### config.mk
export PLATFORM = sky130hd
export DESIGN_NAME = crc_checked_sequenced_chunk_receiver
export DESIGN_NICKNAME = d
export VERILOG_FILES = /design/src/rtl/ccscr_pkg.sv /design/src/rtl/crc_checked_sequenced_chunk_receiver.sv /design/src/rtl/ccscr_crc8.sv /design/src/rtl/ccscr_core.sv
export VERILOG_INCLUDE_DIRS = /design/src /design/src/rtl
export SDC_FILE = /design/constraint.sdc
export NUM_CORES = 1
export LEC_CHECK = 0
export BUFFER_PORTS_ARGS = -buffer_cell sky130_fd_sc_hd__buf_4
export CAP_MARGIN = 20
export CORE_MARGIN = 1
export CORE_UTILIZATION = 28
export DETAILED_ROUTE_END_ITERATION = 8
export PLACE_DENSITY = 0.54
export SYNTH_ARGS = -nofsm -noshare
export SYNTH_HDL_FRONTEND = slang
export SYNTH_HIERARCHICAL = 1
export SYNTH_SLANG_ARGS = --single-unit
### constraint.sdc
create_clock -name clk -period 5 [get_ports clk]
set_clock_uncertainty 0.2 [all_clocks]
set_input_delay 0.25 -clock clk [delete_from_list [all_inputs] [get_ports clk]]
set_output_delay 0.25 -clock clk [all_outputs]
set_load 0.01 [all_outputs]
### src/rtl/crc_checked_sequenced_chunk_receiver_defines.svh
// Assertion macros used by the chunk receiver RTL.
// Included by modules that carry concurrent checks; needs clk and rst_n in scope.
`ifndef CRC_CHECKED_SEQUENCED_CHUNK_RECEIVER_DEFINES_SVH
`define CRC_CHECKED_SEQUENCED_CHUNK_RECEIVER_DEFINES_SVH

// Check sampled on the rising edge, switched off while reset is asserted.
`define CCSCR_ASSERT(lbl, prop, msg) \
    lbl: assert property (@(posedge clk) disable iff (!rst_n) prop) else $error(msg);

// Check sampled on every rising edge, reset included.
`define CCSCR_ASSERT_ALWAYS(lbl, prop, msg) \
    lbl: assert property (@(posedge clk) prop) else $error(msg);

`endif

### src/rtl/ccscr_pkg.sv
// Types and constants for the CRC-checked sequenced chunk receiver.
// No dependencies; used by every module of the block.
`timescale 1ns / 1ps

package ccscr_pkg;

    // Operation codes of an input word
    localparam logic [1:0] OP_OFFER  = 2'd0;
    localparam logic [1:0] OP_DATA   = 2'd1;
    localparam logic [1:0] OP_FINISH = 2'd2;

    // Reply codes
    localparam logic [1:0] KIND_ACK    = 2'd0;
    localparam logic [1:0] KIND_ACCEPT = 2'd1;
    localparam logic [1:0] KIND_REJECT = 2'd2;
    localparam logic [1:0] KIND_CANCEL = 2'd3;

    // CRC-16/CCITT-FALSE
    localparam logic [15:0] CRC_INIT = 16'hFFFF;
    localparam logic [15:0] CRC_POLY = 16'h1021;
    localparam logic [15:0] CRC_TOP  = 16'h8000;

    // One input word as held in the input register
    typedef struct packed {
        logic [1:0]  op;
        logic [7:0]  data_byte;
        logic        last_byte;
        logic [31:0] packet_seq;
        logic [15:0] packet_crc;
        logic        store_ok;
    } item_t;

    // Handshake between the input register and the decision stage
    typedef struct packed {
        logic valid;
        logic advance;
    } stage_ctl_t;

endpackage

### src/rtl/crc_checked_sequenced_chunk_receiver.sv
// Top level of the CRC-checked sequenced chunk receiver: input register and ports.
// Depends on ccscr_pkg and ccscr_core (which uses ccscr_crc8).
`timescale 1ns / 1ps

// Receive side of a stop-and-wait firmware-image transfer.
//
// Input channel (in_valid / in_ready): one word per handshake, carrying op
// (offer, data byte, finish), data_byte, last_byte, packet_seq, packet_crc and
// store_ok. Data bytes run through CRC-16/CCITT-FALSE; on the last byte of a
// packet the sequence number and CRC are checked and an ack, or a cancel when
// the write failed, is produced. Offer and finish always reply; other bytes
// and the unused op code give no reply.
//
// Output channel (out_valid / out_ready): reply_kind and ack_next.
//
// A reply is presented once its word has left the input register and moved into
// the result register; that move waits while a pending reply is not taken.
// Throughput: one word per cycle while replies are taken, set by the byte-wide
// combinational CRC update and sequence compare.
// When the output stalls, a pending reply holds; the input register still takes
// one more word, and words that give no reply keep flowing.
// Reset clears the expected sequence to zero, the CRC to 0xFFFF and both valid
// flags; no word is lost or replayed across a stall.

module crc_checked_sequenced_chunk_receiver
(
    input  logic        clk,
    input  logic        rst_n,
    input  logic        in_valid,
    output logic        in_ready,
    input  logic [1:0]  op,
    input  logic [7:0]  data_byte,
    input  logic        last_byte,
    input  logic [31:0] packet_seq,
    input  logic [15:0] packet_crc,
    input  logic        store_ok,
    output logic        out_valid,
    input  logic        out_ready,
    output logic [1:0]  reply_kind,
    output logic [31:0] ack_next
);

    ccscr_pkg::item_t      item_reg;
    logic                  item_valid_reg;
    logic                  item_valid_next;
    ccscr_pkg::stage_ctl_t ctl;
    logic                  accept;

    // take a new word whenever the held one leaves this cycle, or none is held
    assign in_ready = !ctl.valid || ctl.advance;
    assign accept   = in_valid && in_ready;

    always_comb
    begin
        priority if (accept)
        begin
            item_valid_next = 1'b1;
        end
        else if (ctl.advance)
        begin
            item_valid_next = 1'b0;
        end
        else
        begin
            item_valid_next = item_valid_reg;
        end
    end

    always_ff @(posedge clk or negedge rst_n)
    begin
        if (!rst_n)
        begin
            item_valid_reg <= 1'b0;
        end
        else
        begin
            item_valid_reg <= item_valid_next;
        end
    end

    // payload: load on accept, hold otherwise
    always_ff @(posedge clk)
    begin
        if (accept)
        begin
            item_reg.op         <= op;
            item_reg.data_byte  <= data_byte;
            item_reg.last_byte  <= last_byte;
            item_reg.packet_seq <= packet_seq;
            item_reg.packet_crc <= packet_crc;
            item_reg.store_ok   <= store_ok;
        end
    end

    ccscr_core u_core
    (
        .clk        (clk),
        .rst_n      (rst_n),
        .item       (item_reg),
        .item_valid (item_valid_reg),
        .ctl        (ctl),
        .out_valid  (out_valid),
        .out_ready  (out_ready),
        .reply_kind (reply_kind),
        .ack_next   (ack_next)
    );

endmodule

### src/rtl/ccscr_crc8.sv
// Byte-wide CRC-16/CCITT-FALSE update, MSB first, unrolled over eight bits.
// Depends on ccscr_pkg for the polynomial.
`timescale 1ns / 1ps

module ccscr_crc8
(
    input  logic [15:0] crc_in,
    input  logic [7:0]  data,
    output logic [15:0] crc_out
);

    always_comb
    begin
        logic [15:0] v;
        v = crc_in ^ {data, 8'h00};
        for (int k = 0; k < 8; k++)
        begin
            if ((v & ccscr_pkg::CRC_TOP) != 16'h0000)
            begin
                v = {v[14:0], 1'b0} ^ ccscr_pkg::CRC_POLY;
            end
            else
            begin
                v = {v[14:0], 1'b0};
            end
        end
        crc_out = v;
    end

endmodule

### src/rtl/ccscr_core.sv
// Decision stage: sequence and CRC state, reply decision and result register.
// Depends on ccscr_pkg, ccscr_crc8 and the assertion macro header.
`timescale 1ns / 1ps
`include "crc_checked_sequenced_chunk_receiver_defines.svh"

module ccscr_core
(
    input  logic                 clk,
    input  logic                 rst_n,
    input  ccscr_pkg::item_t     item,
    input  logic                 item_valid,
    output ccscr_pkg::stage_ctl_t ctl,
    output logic                 out_valid,
    input  logic                 out_ready,
    output logic [1:0]           reply_kind,
    output logic [31:0]          ack_next
);

    logic [31:0] exp_seq_reg;
    logic [31:0] exp_seq_next;
    logic [15:0] crc_reg;
    logic [15:0] crc_next;
    logic        res_valid_reg;
    logic        res_valid_next;
    logic [1:0]  kind_reg;
    logic [1:0]  kind_next;
    logic [31:0] ack_reg;
    logic [31:0] ack_next_val;

    logic [15:0] crc_upd;
    logic        is_offer;
    logic        is_data;
    logic        is_finish;
    logic        produces;
    logic        advance;
    logic [31:0] seq_inc;

    ccscr_crc8 u_crc8
    (
        .crc_in  (crc_reg),
        .data    (item.data_byte),
        .crc_out (crc_upd)
    );

    assign is_offer  = (item.op == ccscr_pkg::OP_OFFER);
    assign is_data   = (item.op == ccscr_pkg::OP_DATA);
    assign is_finish = (item.op == ccscr_pkg::OP_FINISH);
    assign produces  = item_valid && (is_offer || is_finish || (is_data && item.last_byte));
    // a word with no reply never waits on the output side
    assign advance   = item_valid && (!produces || !res_valid_reg || out_ready);
    assign seq_inc   = exp_seq_reg + 32'd1;

    assign ctl.valid   = item_valid;
    assign ctl.advance = advance;

    always_comb
    begin
        exp_seq_next = exp_seq_reg;
        crc_next     = crc_reg;
        kind_next    = ccscr_pkg::KIND_ACK;
        ack_next_val = 32'd0;
        if (is_offer)
        begin
            exp_seq_next = 32'd0;
            crc_next     = ccscr_pkg::CRC_INIT;
            kind_next    = item.store_ok ? ccscr_pkg::KIND_ACCEPT : ccscr_pkg::KIND_REJECT;
        end
        else if (is_finish)
        begin
            crc_next  = ccscr_pkg::CRC_INIT;
            kind_next = item.store_ok ? ccscr_pkg::KIND_ACCEPT : ccscr_pkg::KIND_CANCEL;
        end
        else if (is_data)
        begin
            if (!item.last_byte)
            begin
                crc_next = crc_upd;
            end
            else
            begin
                crc_next = ccscr_pkg::CRC_INIT;
                priority if (item.packet_seq != exp_seq_reg || item.packet_crc != crc_upd)
                begin
                    kind_next    = ccscr_pkg::KIND_ACK;
                    ack_next_val = exp_seq_reg;
                end
                else if (!item.store_ok)
                begin
                    kind_next = ccscr_pkg::KIND_CANCEL;
                end
                else
                begin
                    exp_seq_next = seq_inc;
                    kind_next    = ccscr_pkg::KIND_ACK;
                    ack_next_val = seq_inc;
                end
            end
        end
    end

    always_comb
    begin
        priority if (advance && produces)
        begin
            res_valid_next = 1'b1;
        end
        else if (out_ready)
        begin
            res_valid_next = 1'b0;
        end
        else
        begin
            res_valid_next = res_valid_reg;
        end
    end

    always_ff @(posedge clk or negedge rst_n)
    begin
        if (!rst_n)
        begin
            exp_seq_reg   <= 32'd0;
            crc_reg       <= ccscr_pkg::CRC_INIT;
            res_valid_reg <= 1'b0;
        end
        else
        begin
            res_valid_reg <= res_valid_next;
            if (advance)
            begin
                exp_seq_reg <= exp_seq_next;
                crc_reg     <= crc_next;
            end
        end
    end

    always_ff @(posedge clk)
    begin
        if (advance && produces)
        begin
            kind_reg <= kind_next;
            ack_reg  <= ack_next_val;
        end
    end

    assign out_valid  = res_valid_reg;
    assign reply_kind = kind_reg;
    assign ack_next   = ack_reg;

    `CCSCR_ASSERT(a_ack_only_on_ack, (res_valid_reg && kind_reg != ccscr_pkg::KIND_ACK) |-> (ack_reg == 32'd0), "ack_next set on a non-ack reply")
    `CCSCR_ASSERT(a_crc_restart, (advance && is_data && item.last_byte) |=> (crc_reg == ccscr_pkg::CRC_INIT), "CRC not restarted after last byte")
    `CCSCR_ASSERT(a_seq_step, !$stable(exp_seq_reg) |-> (exp_seq_reg == 32'd0 || exp_seq_reg == $past(exp_seq_reg) + 32'd1), "expected sequence moved by other than one")
    `CCSCR_ASSERT(a_no_overwrite, (res_valid_reg && !out_ready && produces) |-> !advance, "pending reply overwritten")
    `CCSCR_ASSERT_ALWAYS(a_reset_idle, !rst_n |=> !res_valid_reg, "reply valid after reset")

endmodule
==> flow_metrics.tcl <==
set metrics [dict create \
    start_util_pct 28.67 \
    hold_path.class "in2async" \
    grt_max_degree 51 \
    routedWlPerCell_um 18.27 \
    drt_pass1_iterations 9 \
    clk_path_buf_depth 2 \
    p_sw_share_pct 32.50 \
    drt-total-wl_um 20920 \
    netlist_area_um2 7493 \
    finalNetCount 862 \
    cts_setup_buffers 0 \
    yosys_most_used_dff "edfxtp_1" \
    r2r_start "item_reg[56]$_DFFE_PP_" \
    placed_area_um2 8498 \
    worst_pin_slew_ps 1049 \
    peakVddDrop_mv 0.2192 \
    place_inst 1050 \
    setup-violations-final 0 \
    crit_required_ps 5080 \
    ys_seq_elements 144 \
    reg2reg_slack_ps 1490 \
    drc 10 \
    path_max_fanout 38 \
    numCtsBuffers 17 \
    ctsResizeCount 0 \
    p_switching_mw 1.470 \
    largest_register_ffs 60 \
    synthTopCellsByArea "edfxtp_1, dfrtp_1, xnor2_1" \
    final_area_um2 9723 \
    grt_pass1_wl_um 32060 \
    finalWeightedCongestion 0.8528 \
    antenna_found_initial 0 \
    n_antenna_cell 0 \
    core_um2 26130 \
    cp-start-kind "register" \
    power_frac_seq_pct 39.0 \
    max_clock_freq_ghz 0.2847 \
    std_cell_rows 59 \
    antenna_left 0 \
    holdBufCountCts 63 \
    drive_gt1_share_pct 22.72 \
    fin_setup_tns_ps 0 \
    power.total_mw 4.524 \
    p_int_mw 3.054 \
    dpl.hpwl_um 14590 \
    maxCapViolCount 0 \
    synth_area_leader_cell "edfxtp_1" \
    yosysTopAreaCellShare_pct 37.67 \
    yosysSeqAreaShare_pct 54.63 \
    worst_r2r_path_depth 9 \
    synth_fp_nets 725 \
    vias_per_cell 5.032 \
    fin_cells 1145 \
    fp.dieArea_um2 27420 \
    io_pins 100 \
    end_kind "register" \
    violations "DRC" \
    cts.sinks 144 \
    die-width_um 165.6 \
    ys_types 60 \
    fin_crit_ps 3513 \
    dieHeight_um 165.6 \
    cp.arrival_ps 3590 \
    ys_async_sr_fraction_pct 34.72 \
    powerDensity_nw_per_um2 465.3 \
    drtIter0Drc 497 \
    synth_warnings 6 \
    clock_latency_ps 430 \
    p_leak_nw 3.500 \
    syn-instance-count 660 \
    power.share.combinational_pct 32.3 \
    hold_slack_ps 224.1 \
    area_delta_synth_final_pct 29.75 \
    overflow 0 \
    syn-mean-instance-area_um2 11.35 \
    regToRegEndpoint "u_core/ack_next[28]$_SDFFCE_PP0P_" \
    hold_viol 0 \
    clkTransAtPathRegs_ps 60 \
    htreeDepth 4 \
    cts_tree "done" \
    grt_usage_pct 15.88 \
    critPathKind "reg2reg" \
    status "complete, but fails checks" \
    slew_viol_final 0 \
    clkPwrFrac_pct 28.7 \
    fin_crit_sh_pct 70.26 \
    cts-root-buf "clkbuf_16" \
    synth_edf_count 94 \
    vias 5762 \
    slew_headroom_pct 30.05 \
    io_buffer_count 99 \
    grt_pass1_vias 5468 \
    rsz0062_at_grt "false" \
]
-- per-layer routing --
layer	part of all wire (%)	track usage, %
met3	6.4	3.372
met4	2.1	5.661
met1	45	22.41
met5	0	0
met2	46	23.84
-- layout make-up --
type / count / area, um2
timing repair buffer: 173 / 1456
inverter: 9 / 33.78
sequential: 144 / 4094
clock inverter: 15 / 168.9
multi-input combinational: 452 / 3126
tap: 335 / 419.2
clock buffer: 17 / 425.4
fill: 2589 / 16410
-- cells in the mapped netlist (5+ instances only) --
| library cell | number |
|---|---|
| a21o_1 | 12 |
| a21oi_1 | 42 |
| a32o_1 | 9 |
| and2_1 | 6 |
| and3_1 | 9 |
| buf_2 | 13 |
| clkbuf_1 | 35 |
| dfrtp_1 | 34 |
| dfstp_2 | 16 |
| edfxtp_1 | 94 |
| inv_1 | 9 |
| nand2_1 | 41 |
| nand3_1 | 22 |
| nand4_1 | 38 |
| nor2_1 | 47 |
| nor3_1 | 12 |
| o211ai_1 | 24 |
| o21ai_0 | 20 |
| o31ai_1 | 25 |
| or2_2 | 5 |
| or3_1 | 13 |
| or4_1 | 9 |
| xnor2_1 | 53 |
| xnor2_2 | 6 |
| xnor3_1 | 5 |
-- placed cells by master (no fill, tap or decap), types with 12 or more instances in the layout --
cell type,Yosys,final
xnor2_1,53,53
nand3_1,22,22
dlygate4sd3_1,0,63
nand2_1,41,41
o31ai_1,25,25
clkbuf_16,0,17
a21o_1,12,12
nor3_1,12,12
edfxtp_1,94,94
nor2_1,47,46
or3_1,13,13
o21ai_0,20,20
a21oi_1,42,41
o211ai_1,24,24
dfrtp_1,34,34
nand4_1,38,38
buf_4,2,110
dfstp_2,16,16
-- power groups by stage --
stage          clock, mW  sequential, mW  combinational [mW]
3_5_place_dp           0            1.79                1.44
6_report            1.30            1.76                1.46
5_1_grt             1.37            1.79                1.59
4_1_cts             1.33            1.77                1.48
2_1_floorplan          0            1.78               0.988
3_3_place_gp           0            1.79                1.43
-- worst max-delay path: stages, from the launching register on --
cell and delay, ps:
edfxtp_1 410, xnor2_2 350, xnor3_1 500, xnor2_1 240
nand4_1 140, nor4_2 430, nand3_1 120, buf_4 290
or4_1 500, a31oi_1 170
-- cell families (layout without fill, tap and decap cells) --
| group | count (synthesis) | after routing | share of synthesized area, % |
|---|---|---|---|
| adder cells (fa/ha/maj) | 1 | 1 | 0.1669 |
| AO/OA/AOI/OAI | 150 | 150 | 13.36 |
| buffers and inverters | 64 | 214 | 3.824 |
| flip-flops | 144 | 144 | 54.63 |
| XOR/XNOR | 72 | 72 | 10.99 |
| multiplexers | 1 | 1 | 0.1503 |
| AND/OR/NAND/NOR | 228 | 228 | 16.88 |
-- worst max path at each step --
stage / startpoint / end / slack, ps / depth (start not counted)
finish: item_reg[56]$_DFFE_PP_ / u_core/ack_next[28]$_SDFFCE_PP0P_ / 1490 / 9
detailed placement: item_reg[57]$_DFFE_PP_ / u_core/exp_seq_reg[21]$_DFFE_PN0P_ / 1510 / 8
global placement: item_reg[56]$_DFFE_PP_ / u_core/ack_next[28]$_SDFFCE_PP0P_ / 1540 / 9
floorplan: item_reg[58]$_DFFE_PP_ / item_reg[0]$_DFFE_PP_ / 1600 / 8
CTS: item_reg[57]$_DFFE_PP_ / u_core/ack_next[5]$_SDFFCE_PP0P_ / 1490 / 9
global route: item_reg[57]$_DFFE_PP_ / u_core/ack_next[14]$_SDFFCE_PP0P_ / 1190 / 9
-- stage by stage --
stage          util, %  worst slack (ps)
2_1_floorplan        -              1603
3_3_place_gp     32.52              1541
3_5_place_dp     32.52              1511
4_1_cts          37.21              1491
5_1_grt          37.21              1193
6_report         37.21              1487
No activity file was read; power rests on OpenSTA's default activity.
